**config.mk**
```make
export PLATFORM = sky130hd
export DESIGN_NAME = button_press_classifier
export DESIGN_NICKNAME = d
export VERILOG_FILES = /design/src/design/bpc_pkg.sv /design/src/design/button_press_classifier.sv
export SDC_FILE = /design/constraint.sdc
export NUM_CORES = 1
export LEC_CHECK = 0
export ABC_AREA = 0
export BUFFER_PORTS_ARGS = -buffer_cell sky130_fd_sc_hd__buf_2
export CORE_AREA = 2 2 136 138
export CTS_BUF_LIST = sky130_fd_sc_hd__clkbuf_8
export DETAILED_ROUTE_END_ITERATION = 7
export DIE_AREA = 0 0 138 140
export GPL_TIMING_DRIVEN = 0
export PLACE_DENSITY = 0.48
export SKIP_LAST_GASP = 1
export SLEW_MARGIN = 20
export SYNTH_ARGS = -nofsm -noshare
export SYNTH_HDL_FRONTEND = slang
export SYNTH_SLANG_ARGS = --single-unit
```
**constraint.sdc**
```tcl
create_clock -name clk -period 4.8 [get_ports clk]
set_input_delay 0.24 -clock clk [delete_from_list [all_inputs] [get_ports clk]]
set_output_delay 0.24 -clock clk [all_outputs]
set_load 0.03 [all_outputs]
```
**src/design/bpc_pkg.sv**
```systemverilog
`default_nettype none
package bpc_pkg;

  localparam int CFG_W         = 16;
  localparam int CFG_IDX_W     = 8;
  localparam int AGE_WIDTH_DEF = 16;

  localparam logic [CFG_W-1:0] LONG_RESET = 16'd80;
  localparam logic [CFG_W-1:0] GAP_RESET  = 16'd30;

  typedef logic [2:0] btn_t;
  localparam btn_t BTN_NONE = 3'd4;

  typedef enum logic [CFG_IDX_W-1:0] {
    REG_LONG = 8'd0,
    REG_GAP  = 8'd1
  } reg_idx_t;

  typedef enum logic [2:0] {
    EV_NONE   = 3'd0,
    EV_SINGLE = 3'd1,
    EV_DOUBLE = 3'd2,
    EV_LONG   = 3'd3,
    EV_WAKE   = 3'd4
  } ev_t;

  function automatic btn_t encode_buttons(input logic [3:0] b);
    btn_t r;
    if (b[0]) begin
      r = 3'd0;
    end else if (b[1]) begin
      r = 3'd1;
    end else if (b[2]) begin
      r = 3'd2;
    end else if (b[3]) begin
      r = 3'd3;
    end else begin
      r = BTN_NONE;
    end
    return r;
  endfunction

endpackage
`default_nettype wire

```
**src/design/button_press_classifier.sv**
```systemverilog
// a result word is registered and appears in the cycle after its sample word is accepted
// throughput: one sample per cycle; the output register takes a new result
//   in the cycle its previous one is taken, so ready only drops on a stall
// reset (rst_n low, synchronous): no button held, nothing pending, no wake
//   swallowing, limits back to 80 and 30 ticks, output register empty
`default_nettype none
module button_press_classifier #(
  parameter int AGE_WIDTH = bpc_pkg::AGE_WIDTH_DEF
) (
  input  wire logic                          clk,
  input  wire logic                          rst_n,
  input  wire logic                          in_valid,
  output logic                               in_ready,
  input  wire logic [3:0]                    in_buttons_down,
  input  wire logic                          in_display_on,
  output logic                               out_valid,
  input  wire logic                          out_ready,
  output logic [2:0]                         out_press_event,
  output logic [1:0]                         out_event_button,
  output logic                               out_activity,
  input  wire logic                          cfg_valid,
  output logic                               cfg_ready,
  input  wire logic [bpc_pkg::CFG_IDX_W-1:0] cfg_index,
  input  wire logic [bpc_pkg::CFG_W-1:0]     cfg_data
);
  import bpc_pkg::*;

  localparam int CMP_W = (AGE_WIDTH > CFG_W) ? AGE_WIDTH : CFG_W;
  localparam logic [AGE_WIDTH-1:0] AGE_MAX = {AGE_WIDTH{1'b1}};

  logic [CFG_W-1:0]     long_r, gap_r;
  btn_t                 held_r, held_nxt;
  btn_t                 pend_r, pend_nxt;
  logic [AGE_WIDTH-1:0] press_age_r, press_age_nxt;
  logic [AGE_WIDTH-1:0] rel_age_r, rel_age_nxt;
  logic                 await_r, await_nxt;
  logic                 swal_r, swal_nxt;
  logic                 out_valid_r, out_valid_nxt;
  ev_t                  ev_r, ev_nxt;
  logic [1:0]           eb_r, eb_nxt;
  logic                 act_r, act_nxt;

  logic                 in_acc;
  btn_t                 cur;
  logic [CMP_W-1:0]     pa_x, ra_x, long_x, gap_x;

  assign in_ready  = !out_valid_r || out_ready;
  assign in_acc    = in_valid && in_ready;
  assign cfg_ready = 1'b1;
  assign cur       = encode_buttons(in_buttons_down);

  assign out_valid        = out_valid_r;
  assign out_press_event  = ev_r;
  assign out_event_button = eb_r;
  assign out_activity     = act_r;
  assign out_valid_nxt    = in_acc || (out_valid_r && !out_ready);

  always_comb begin
    held_nxt      = held_r;
    pend_nxt      = pend_r;
    await_nxt     = await_r;
    swal_nxt      = swal_r;
    ev_nxt        = EV_NONE;
    eb_nxt        = 2'd0;
    act_nxt       = 1'b0;
    press_age_nxt = press_age_r;
    rel_age_nxt   = rel_age_r;

    // ages advance first, saturating
    if (await_r && rel_age_r != AGE_MAX) begin
      rel_age_nxt = rel_age_r + 1'b1;
    end
    if (held_r != BTN_NONE && press_age_r != AGE_MAX) begin
      press_age_nxt = press_age_r + 1'b1;
    end

    pa_x   = CMP_W'(press_age_nxt);
    long_x = CMP_W'(long_r);
    gap_x  = CMP_W'(gap_r);

    if (swal_r && in_buttons_down != 4'd0) begin
      // still swallowing after a wake press
      ra_x = CMP_W'(rel_age_nxt);
    end else begin
      swal_nxt = 1'b0;
      if (cur != BTN_NONE && held_r == BTN_NONE && !in_display_on) begin
        swal_nxt = 1'b1;
        ev_nxt   = EV_WAKE;
        eb_nxt   = cur[1:0];
        ra_x     = CMP_W'(rel_age_nxt);
      end else begin
        if (cur != BTN_NONE && held_r == BTN_NONE) begin
          held_nxt      = cur;
          press_age_nxt = '0;
          act_nxt       = 1'b1;
        end
        ra_x = CMP_W'(rel_age_nxt);
        if (cur == BTN_NONE && held_r != BTN_NONE) begin
          if (pa_x > long_x) begin
            ev_nxt    = EV_LONG;
            eb_nxt    = held_r[1:0];
            await_nxt = 1'b0;
            pend_nxt  = BTN_NONE;
          end else if (await_r && ra_x < gap_x && held_r == pend_r) begin
            ev_nxt    = EV_DOUBLE;
            eb_nxt    = held_r[1:0];
            await_nxt = 1'b0;
            pend_nxt  = BTN_NONE;
          end else begin
            await_nxt   = 1'b1;
            pend_nxt    = held_r;
            rel_age_nxt = '0;
          end
          held_nxt = BTN_NONE;
        end
        // gap expiry
        if (await_nxt && CMP_W'(rel_age_nxt) >= gap_x) begin
          ev_nxt    = EV_SINGLE;
          eb_nxt    = pend_nxt[1:0];
          await_nxt = 1'b0;
          pend_nxt  = BTN_NONE;
        end
      end
    end
  end

  always_ff @(posedge clk) begin
    if (!rst_n) begin
      long_r      <= LONG_RESET;
      gap_r       <= GAP_RESET;
      held_r      <= BTN_NONE;
      pend_r      <= BTN_NONE;
      press_age_r <= '0;
      rel_age_r   <= '0;
      await_r     <= 1'b0;
      swal_r      <= 1'b0;
      out_valid_r <= 1'b0;
    end else begin
      out_valid_r <= out_valid_nxt;
      if (cfg_valid) begin
        unique case (cfg_index)
          REG_LONG: long_r <= cfg_data;
          REG_GAP:  gap_r  <= cfg_data;
          default: ;
        endcase
      end
      if (in_acc) begin
        held_r      <= held_nxt;
        pend_r      <= pend_nxt;
        press_age_r <= press_age_nxt;
        rel_age_r   <= rel_age_nxt;
        await_r     <= await_nxt;
        swal_r      <= swal_nxt;
      end
    end
  end

  // result payload
  always_ff @(posedge clk) begin
    if (in_acc) begin
      ev_r  <= ev_nxt;
      eb_r  <= eb_nxt;
      act_r <= act_nxt;
    end
  end

endmodule
`default_nettype wire

```
==> qor.txt, run 1 <==
Share of the synthesized area in the top cell type: 27.66%
Synthesis-to-finish area growth: 30.93%
Leading post-synthesis cells by cell area: dfxtp_1 (28%), ha_1 (12%), mux2i_1 (6.1%), nor2_1 (4.9%), nand2_1 (4.7%)
Startpoint types: flop
Arrival @ worst endpoint: 5.09 ns
Global-route wire length before repair: 24.48 mm
CP Class: reg -> reg
Clock Tree Root: clkbuf_8
Setup Skew: 0.01141 ns
Syn Nets: 710
Pins Over Slew Limit: 0
DRC Markers: 0
Vias: 4778
Fin Hold WS: 0.1075 ns
DP Wirelength: 11.15 mm
Run status: complete, but fails checks
Maximum vdd drop: 0.1007 mV
Slew margin rel.: 37.00%
RSZ-0062 raised after global routing: true
Rows: 49
Clk buf depth: 2
Post-route ant nets: 0
Worst flop-to-flop path endpoint: pend_r[0]
Number of synthesized register bits: 79
Port Buffers: 41
Worst Setup SP: press_age_r[0]
Starting Density: 29.72%
CTS tree: built
Die Area: 0.01932 sq mm
All-Layer GR Usage: 15.97%
Final Cycle Share: 100.6%
CP Max Fanout: 6
Final min period: 4.831 ns
Final setup vio count: 3
Max-Cap Viols: 0
Die span in x: 138 um
Largest net degree at the start of global routing: 16
DRT iter0 DRCs: 171
Drt first pass iters: 5
Pre-CTS WS: -1.162 ns
Htree depth: 3
Post-synthesis cell count: 625
Required @ worst endpoint: 5.06 ns
Worst hold path cell count: 3
Finished Cell Area: 0.006918 sq mm
GPL Wtd Cong: 0.8281
Reg2Reg Setup Slack: -0.03 ns
Worst Slack Setup Final: -0.03065 ns
Post-placement cell area: 0.005816 sq mm
Post-synthesis cell type count: 60
Initial antenna violation count: 0
Post-synth ARST share: 0%
Seq/Total Area, Yosys: 31.07%
R2R Path Start: press_age_r[0]
Final Routed Wirelength: 15.65 mm
Leakage Power: 3.003 nW
Clk_lat worst skew: 0.37 ns
Worst Max-Slew Pin Slew: 0.9450 ns
Std-Cell Core Area: 0.01778 sq mm
Top FF cell, synth: dfxtp_1
Nets: 798
Hold Startpoint: in_valid
Die height: 140 um
Clk sinks: 79
Drt wl/cell: 16.52 um
Grt ovf: 0
Max Freq: 0.2070 GHz
EDFF count, synth: 6
Mapped cell area: 0.005284 sq mm
Hold Crit Class: in -> reg
Top-Level Pins: 43
WHS Endpoint: out_valid
Avg Cell Area, Syn: 8.454 sq um
Fillers: 1788
Reg clk slew, reported paths: 0.09 ns
N_diodes: 0
Failing checks: negative setup slack
P per Cell Area: 200.8 mW/mm^2
Area leader, netlist: dfxtp_1
Yosys warnings: 0
Layout cells sized above 1: 30.92%
Critical Path Sink Type: flop
CTS Buf Count: 9
Vias in the first global route: 4721
Post-route setup TNS: -0.06265 ns
Reg2Reg Depth: 22
DR vias/cell: 5.045
Final hold violation count: 0
cell usage after synthesis, types with 3 or more instances:
cell type   n
dfxtp_1    73
and2_1      4
nand2_1    66
o211ai_1    4
nand2b_1    3
nor4_1      3
o31ai_4    10
a22oi_1     6
o31ai_1     4
nor2_1     69
o21ai_0    20
inv_1      56
nand3_1    25
a31oi_1     9
xor2_1     20
or3_1       9
ha_1       51
mux2i_1    32
xnor2_1    14
o21ai_1     3
buf_2       4
and4_1      8
a21oi_1    24
nor2b_1     4
and3_1     11
edfxtp_1    6
a211oi_1    3
a211oi_2    3
nand4_1    15
clkbuf_1   17
nor3_1      8
worst max-delay path, stage by stage, from the launching register on:
cell and delay, ns:
dfxtp_4 0.37, ha_4 0.17, nand3_4 0.10, nor3_4 0.06, nor3_4 0.30, nor3b_4 0.33
xor2_2 0.21, ha_1 0.28, and3_4 0.16, and3_1 0.17, a221o_1 0.33, nor3_4 0.28
o32ai_4 0.15, nor2_4 0.16, buf_6 0.17, nor2_2 0.05, ha_1 0.30, nand4_1 0.19
a2111oi_4 0.23, buf_4 0.19, a21o_4 0.18, o31ai_4 0.09, a22o_1 0.24
power by group:
part,total [mW],switching (mW),internal [mW]
logic,0.143,0.0975,0.0454
registers,0.673,0.00552,0.668
clock network,0.573,0.278,0.295
total,1.39,0.381,1.01
cells in the final DEF, fill, tap and decap left out, drive strengths merged, types with 11 or more instances in the layout:
| cell | instances |
|---|---|
| buf | 89 |
| dfxtp | 73 |
| nor2 | 71 |
| nand2 | 66 |
| inv | 59 |
| ha | 51 |
| mux2i | 32 |
| nand3 | 25 |
| a21oi | 24 |
| o21ai | 23 |
| clkbuf | 22 |
| xor2 | 20 |
| nand4 | 15 |
| xnor2 | 14 |
| o31ai | 14 |
| and3 | 11 |
metal layers:
layer	vias to the layer above	global-route usage (%)	wire length [um]
li1	2377	-	-
met2	97	28.58	7843
met3	27	3.077	517
met5	-	0	0
met1	2277	19.12	6768
met4	0	5.639	517
cell families (layout without fill, tap and decap cells):
logic type      Yosys count  in the layout  share of synthesized area, %
fa+ha+maj                51             51                         12.08
simple gates            240            240                         22.66
xor+xnor                 34             34                         5.636
other cells               1              1                       0.07097
mux                      34             34                         6.488
compound gates          104            105                         15.84
flops                    79             79                         31.07
buf+inv                  82            174                         6.157
registers in the layout, summed over array words and instances (netlist names):
register	cells
out_valid	1
long_r	16
held_r	3
await_r	1
pend_r	3
press_age_r	16
out_activity	1
out_press_event	3
rel_age_r	16
out_event_button	2
swal_r	1
gap_r	16
worst max path at each step:
stage / endpoint / slack [ns] / cells after the start
floorplan: await_r / 0.01 / 23
global placement: out_event_button[1] / -1.14 / 26
detailed placement: pend_r[2] / -1.16 / 26
CTS: await_r / -0.001 / 22
global route: pend_r[0] / -0.21 / 22
finish: pend_r[0] / -0.03 / 22
stage by stage:
step	util [%]	total power, mW	cells
detailed placement	32.71	0.8235	895
global route	38.91	1.441	947
global placement	32.70	0.8219	895
floorplan	-	0.7693	625
CTS	37.29	1.410	941
finish	38.91	1.389	947
cell type report:
type | count | area, sq um | area share, %
timing repair buffer | 82 | 528.0 | 7.632
clock inverter | 7 | 95.09 | 1.375
buffer | 20 | 105.1 | 1.519
inverter | 56 | 210.2 | 3.039
tap | 229 | 286.5 | 4.142
multi-input combinational | 465 | 3889 | 56.21
sequential | 79 | 1680 | 24.29
clock buffer | 9 | 123.9 | 1.791
repair_timing:
action	CTS	global route
hold endpoints to repair	0	0
setup buffers	33	8
endpoints found under the setup margin	7	7
gates cloned	2	0
hold buffers	0	0
pin swaps	38	34
resized for setup	92	49
Note: power is estimated with default switching activity, not from simulation.
==> inputs of run 2 (changes only) <==
Settings changed: CORE_AREA 2 2 136 138 to 10 10 144 146, DIE_AREA 0 0 138 140 to 0 0 154 156.
==> run 2 against run 1 <==
The flow now finishes without violations. Design area rose by 0.94%. Sequential cell count did not move. Sequential share of layout area fell by 0.21 points. Clock power rose by 4.0%. First-iteration DRC count rose by 25%. Routed wire length rose by 2.5%. Critical endpoint is now out_event_button[1]. Clock-buffer cell count rose by 1. Largest power group unchanged.
==> qor.txt, run 2 (synthesis gave the netlist of run 1 again) <==
Clk buf depth: 2 (unchanged)
Vias: 4815 (+0.77%)
Final setup vio count: 0 (-3)
Hold buffers post-CTS: 0 (unchanged)
Critical path's slowest cell: dfxtp_4
Drt wl/cell: 16.95 um (+2.6%)
Worst Slack Setup Final: 0.09209 ns (+0.1227 ns)
Die height: 156 um (+11%)
DR vias/cell: 5.090 (+0.88%)
P per Cell Area: 202.5 mW/mm^2 (+0.82%)
Multi-input logic area: 0.003930 sq mm (+1.1%)
Run status: finished clean
Slew margin rel.: 36.13% (-0.88 points)
Fin Hold WS: 0.09389 ns (-0.01360 ns)
Port Buffers: 41 (unchanged)
Clk sinks: 79 (unchanged)
Sw Pwr: 0.3901 mW (+2.4%)
DP Wirelength: 11.52 mm (+3.4%)
Hold Crit Class: in -> reg
DRC Markers: 0 (unchanged)
Clock network fraction of total power: 42.2% (+0.9 points)
Post-route ant nets: 0 (unchanged)
CTS tree: built
All-Layer GR Usage: 12.90% (-3.1 points)
Final hold violation count: 0 (unchanged)
CP most frequent cell: o21ai_1
Die Area: 0.02402 sq mm (+24%)
Layout cells sized above 1: 32.64% (+1.7 points)
Leakage Power: 2.999 nW (-0.14%)
Starting Density: 29.62% (-0.10 points)
Global-route wire length before repair: 25.05 mm (+2.3%)
Synthesis-to-finish area growth: 32.16%
DRT iter0 DRCs: 213 (+25%)
Final min period: 4.708 ns (-0.1227 ns)
Clk_lat worst skew: 0.38 ns (about the same)
Std-Cell Core Area: 0.01784 sq mm (+0.34%)
Slowest stage delay, CP: 0.37 ns (about the same)
CTS Buf Count: 9 (unchanged)
CP Class: reg -> reg
Nets: 797 (-0.13%)
Required @ worst endpoint: 4.94 ns (-0.12 ns)
Grt ovf: 0 (unchanged)
Sw Ratio: 27.59% (+0.16 points)
Crit path buffers/inverters: 3 (+1)
Pins Over Slew Limit: 0 (unchanged)
Arrival @ worst endpoint: 4.85 ns (-0.24 ns)
CP Max Fanout: 10 (+4)
Most common cell after layout, fill and taps aside: nand2_1
Reg clk slew, reported paths: 0.09 ns (about the same)
Worst Max-Slew Pin Slew: 0.9581 ns (+0.01313 ns)
RSZ-0062 raised after global routing: true
Crit-path leading delay family: simple AND/OR/NAND/NOR gates
Most frequent cells in the layout: nand2_1 (62), nor2_1 (59), inv_1 (55), dfxtp_1 (51), buf_2 (43)
Comb power frac: 10.1% (-0.2 points)
Largest net degree at the start of global routing: 16 (unchanged)
Final Routed Wirelength: 16.03 mm (+2.5%)
Drt first pass iters: 4 (-1)
Max-Cap Viols: 0 (unchanged)
Setup Skew: 0.01241 ns (+0.0009997 ns)
Pre-CTS WS: -1.160 ns (+0.001630 ns)
Startpoint types: flop
Rows: 49 (unchanged)
Reg2Reg Setup Slack: 0.09 ns (+0.12 ns)
Htree depth: 3 (unchanged)
Sequential Power Share: 47.7% (-0.8 points)
GPL Wtd Cong: 0.8692 (+5.0%)
Top-Level Pins: 43 (unchanged)
Internal Pwr Total: 1.024 mW (+1.5%)
Die span in x: 154 um (+12%)
Maximum vdd drop: 0.1659 mV (+65%)
Final Cycle Share: 98.08% (-2.6 points)
Max Freq: 0.2124 GHz (+2.6%)
Clock Tree Root: clkbuf_8
Vias in the first global route: 4833 (+2.4%)
Critical Path Sink Type: flop
Placed cell count: 895 (unchanged)
FF+latch area: 0.001682 sq mm (about the same)
Initial antenna violation count: 0 (unchanged)
Fillers: 1772 (-0.89%)
Post-route insts no fill: 946 (-0.11%)
N_diodes: 0 (unchanged)
## run 2: cell types whose count changed in the layout (fill, tap and decap cells not counted), moves of 3 or more
cell	previous run	this run
ha_4	9	12
o21ai_2	4	1
dfxtp_1	56	51
nor2_1	62	59
ha_1	41	38
dfxtp_2	10	17
## run 2: layout make-up
cell class | count | share of cell area (%)
buffer | 21 | 1.702
clock buffer | 10 | 1.971
clock inverter | 6 | 1.344
inverter | 56 | 3.010
multi-input combinational | 464 | 56.28
sequential | 79 | 24.08
tap | 229 | 4.103
timing repair buffer | 81 | 7.508
## run 2: power by group through the flow
stage	combinational, mW	clock, mW	sequential (mW)
after floorplan	0.0699	0	0.699
after global placement	0.130	0	0.692
after detailed placement	0.132	0	0.692
after CTS	0.141	0.609	0.675
after global routing	0.156	0.631	0.676
final	0.143	0.596	0.675
## run 2: what timing repair did
| item | CTS | global route |
|---|---|---|
| setup buffers | 27 | 12 |
| pin swaps | 33 | 53 |
| gates cloned | 1 | 0 |
| resized for setup | 83 | 72 |
| setup endpoints to repair | 7 | 7 |
## run 2: final timing paths
path                            cells after the start                  end    startpoint
worst max-delay path                               25  out_event_button[1]  rel_age_r[0]
worst min-delay path                                3            out_valid      in_valid
worst max register to register                     25  out_event_button[1]  rel_age_r[0]
worst min register to register                      2             gap_r[4]      gap_r[4]
## run 2: worst register-to-register path, delay by kind of cell (launching register included)
| family | cells | cell delay (ns) |
|---|---|---|
| buf+inv | 3 | 0.42 |
| xor+xnor | 1 | 0.22 |
| simple gates | 9 | 1.50 |
| flops | 1 | 0.37 |
| fa+ha+maj | 3 | 0.68 |
| compound gates | 9 | 1.30 |
## run 2: metal layers
layer,GRT usage [%],up-vias,wire (um),part of all wire (%)
met5,0,-,0,0
met4,6.703,0,489,3.0
met3,1.792,27,425,2.7
met2,22.39,84,8289,52
met1,15.12,2337,6829,43
li1,-,2367,-,-
## run 2: metrics by stage
stage	area (sq um)	total power, mW	TNS, ns	utilization (%)
after detailed placement	5816	0.8242	-7.744	32.60
after floorplan	5323	0.7693	0	-
after CTS	6590	1.425	0	36.94
final	6983	1.414	0	39.14
after global routing	6983	1.462	-0.8502	39.14
after global placement	5814	0.8216	-7.730	32.59
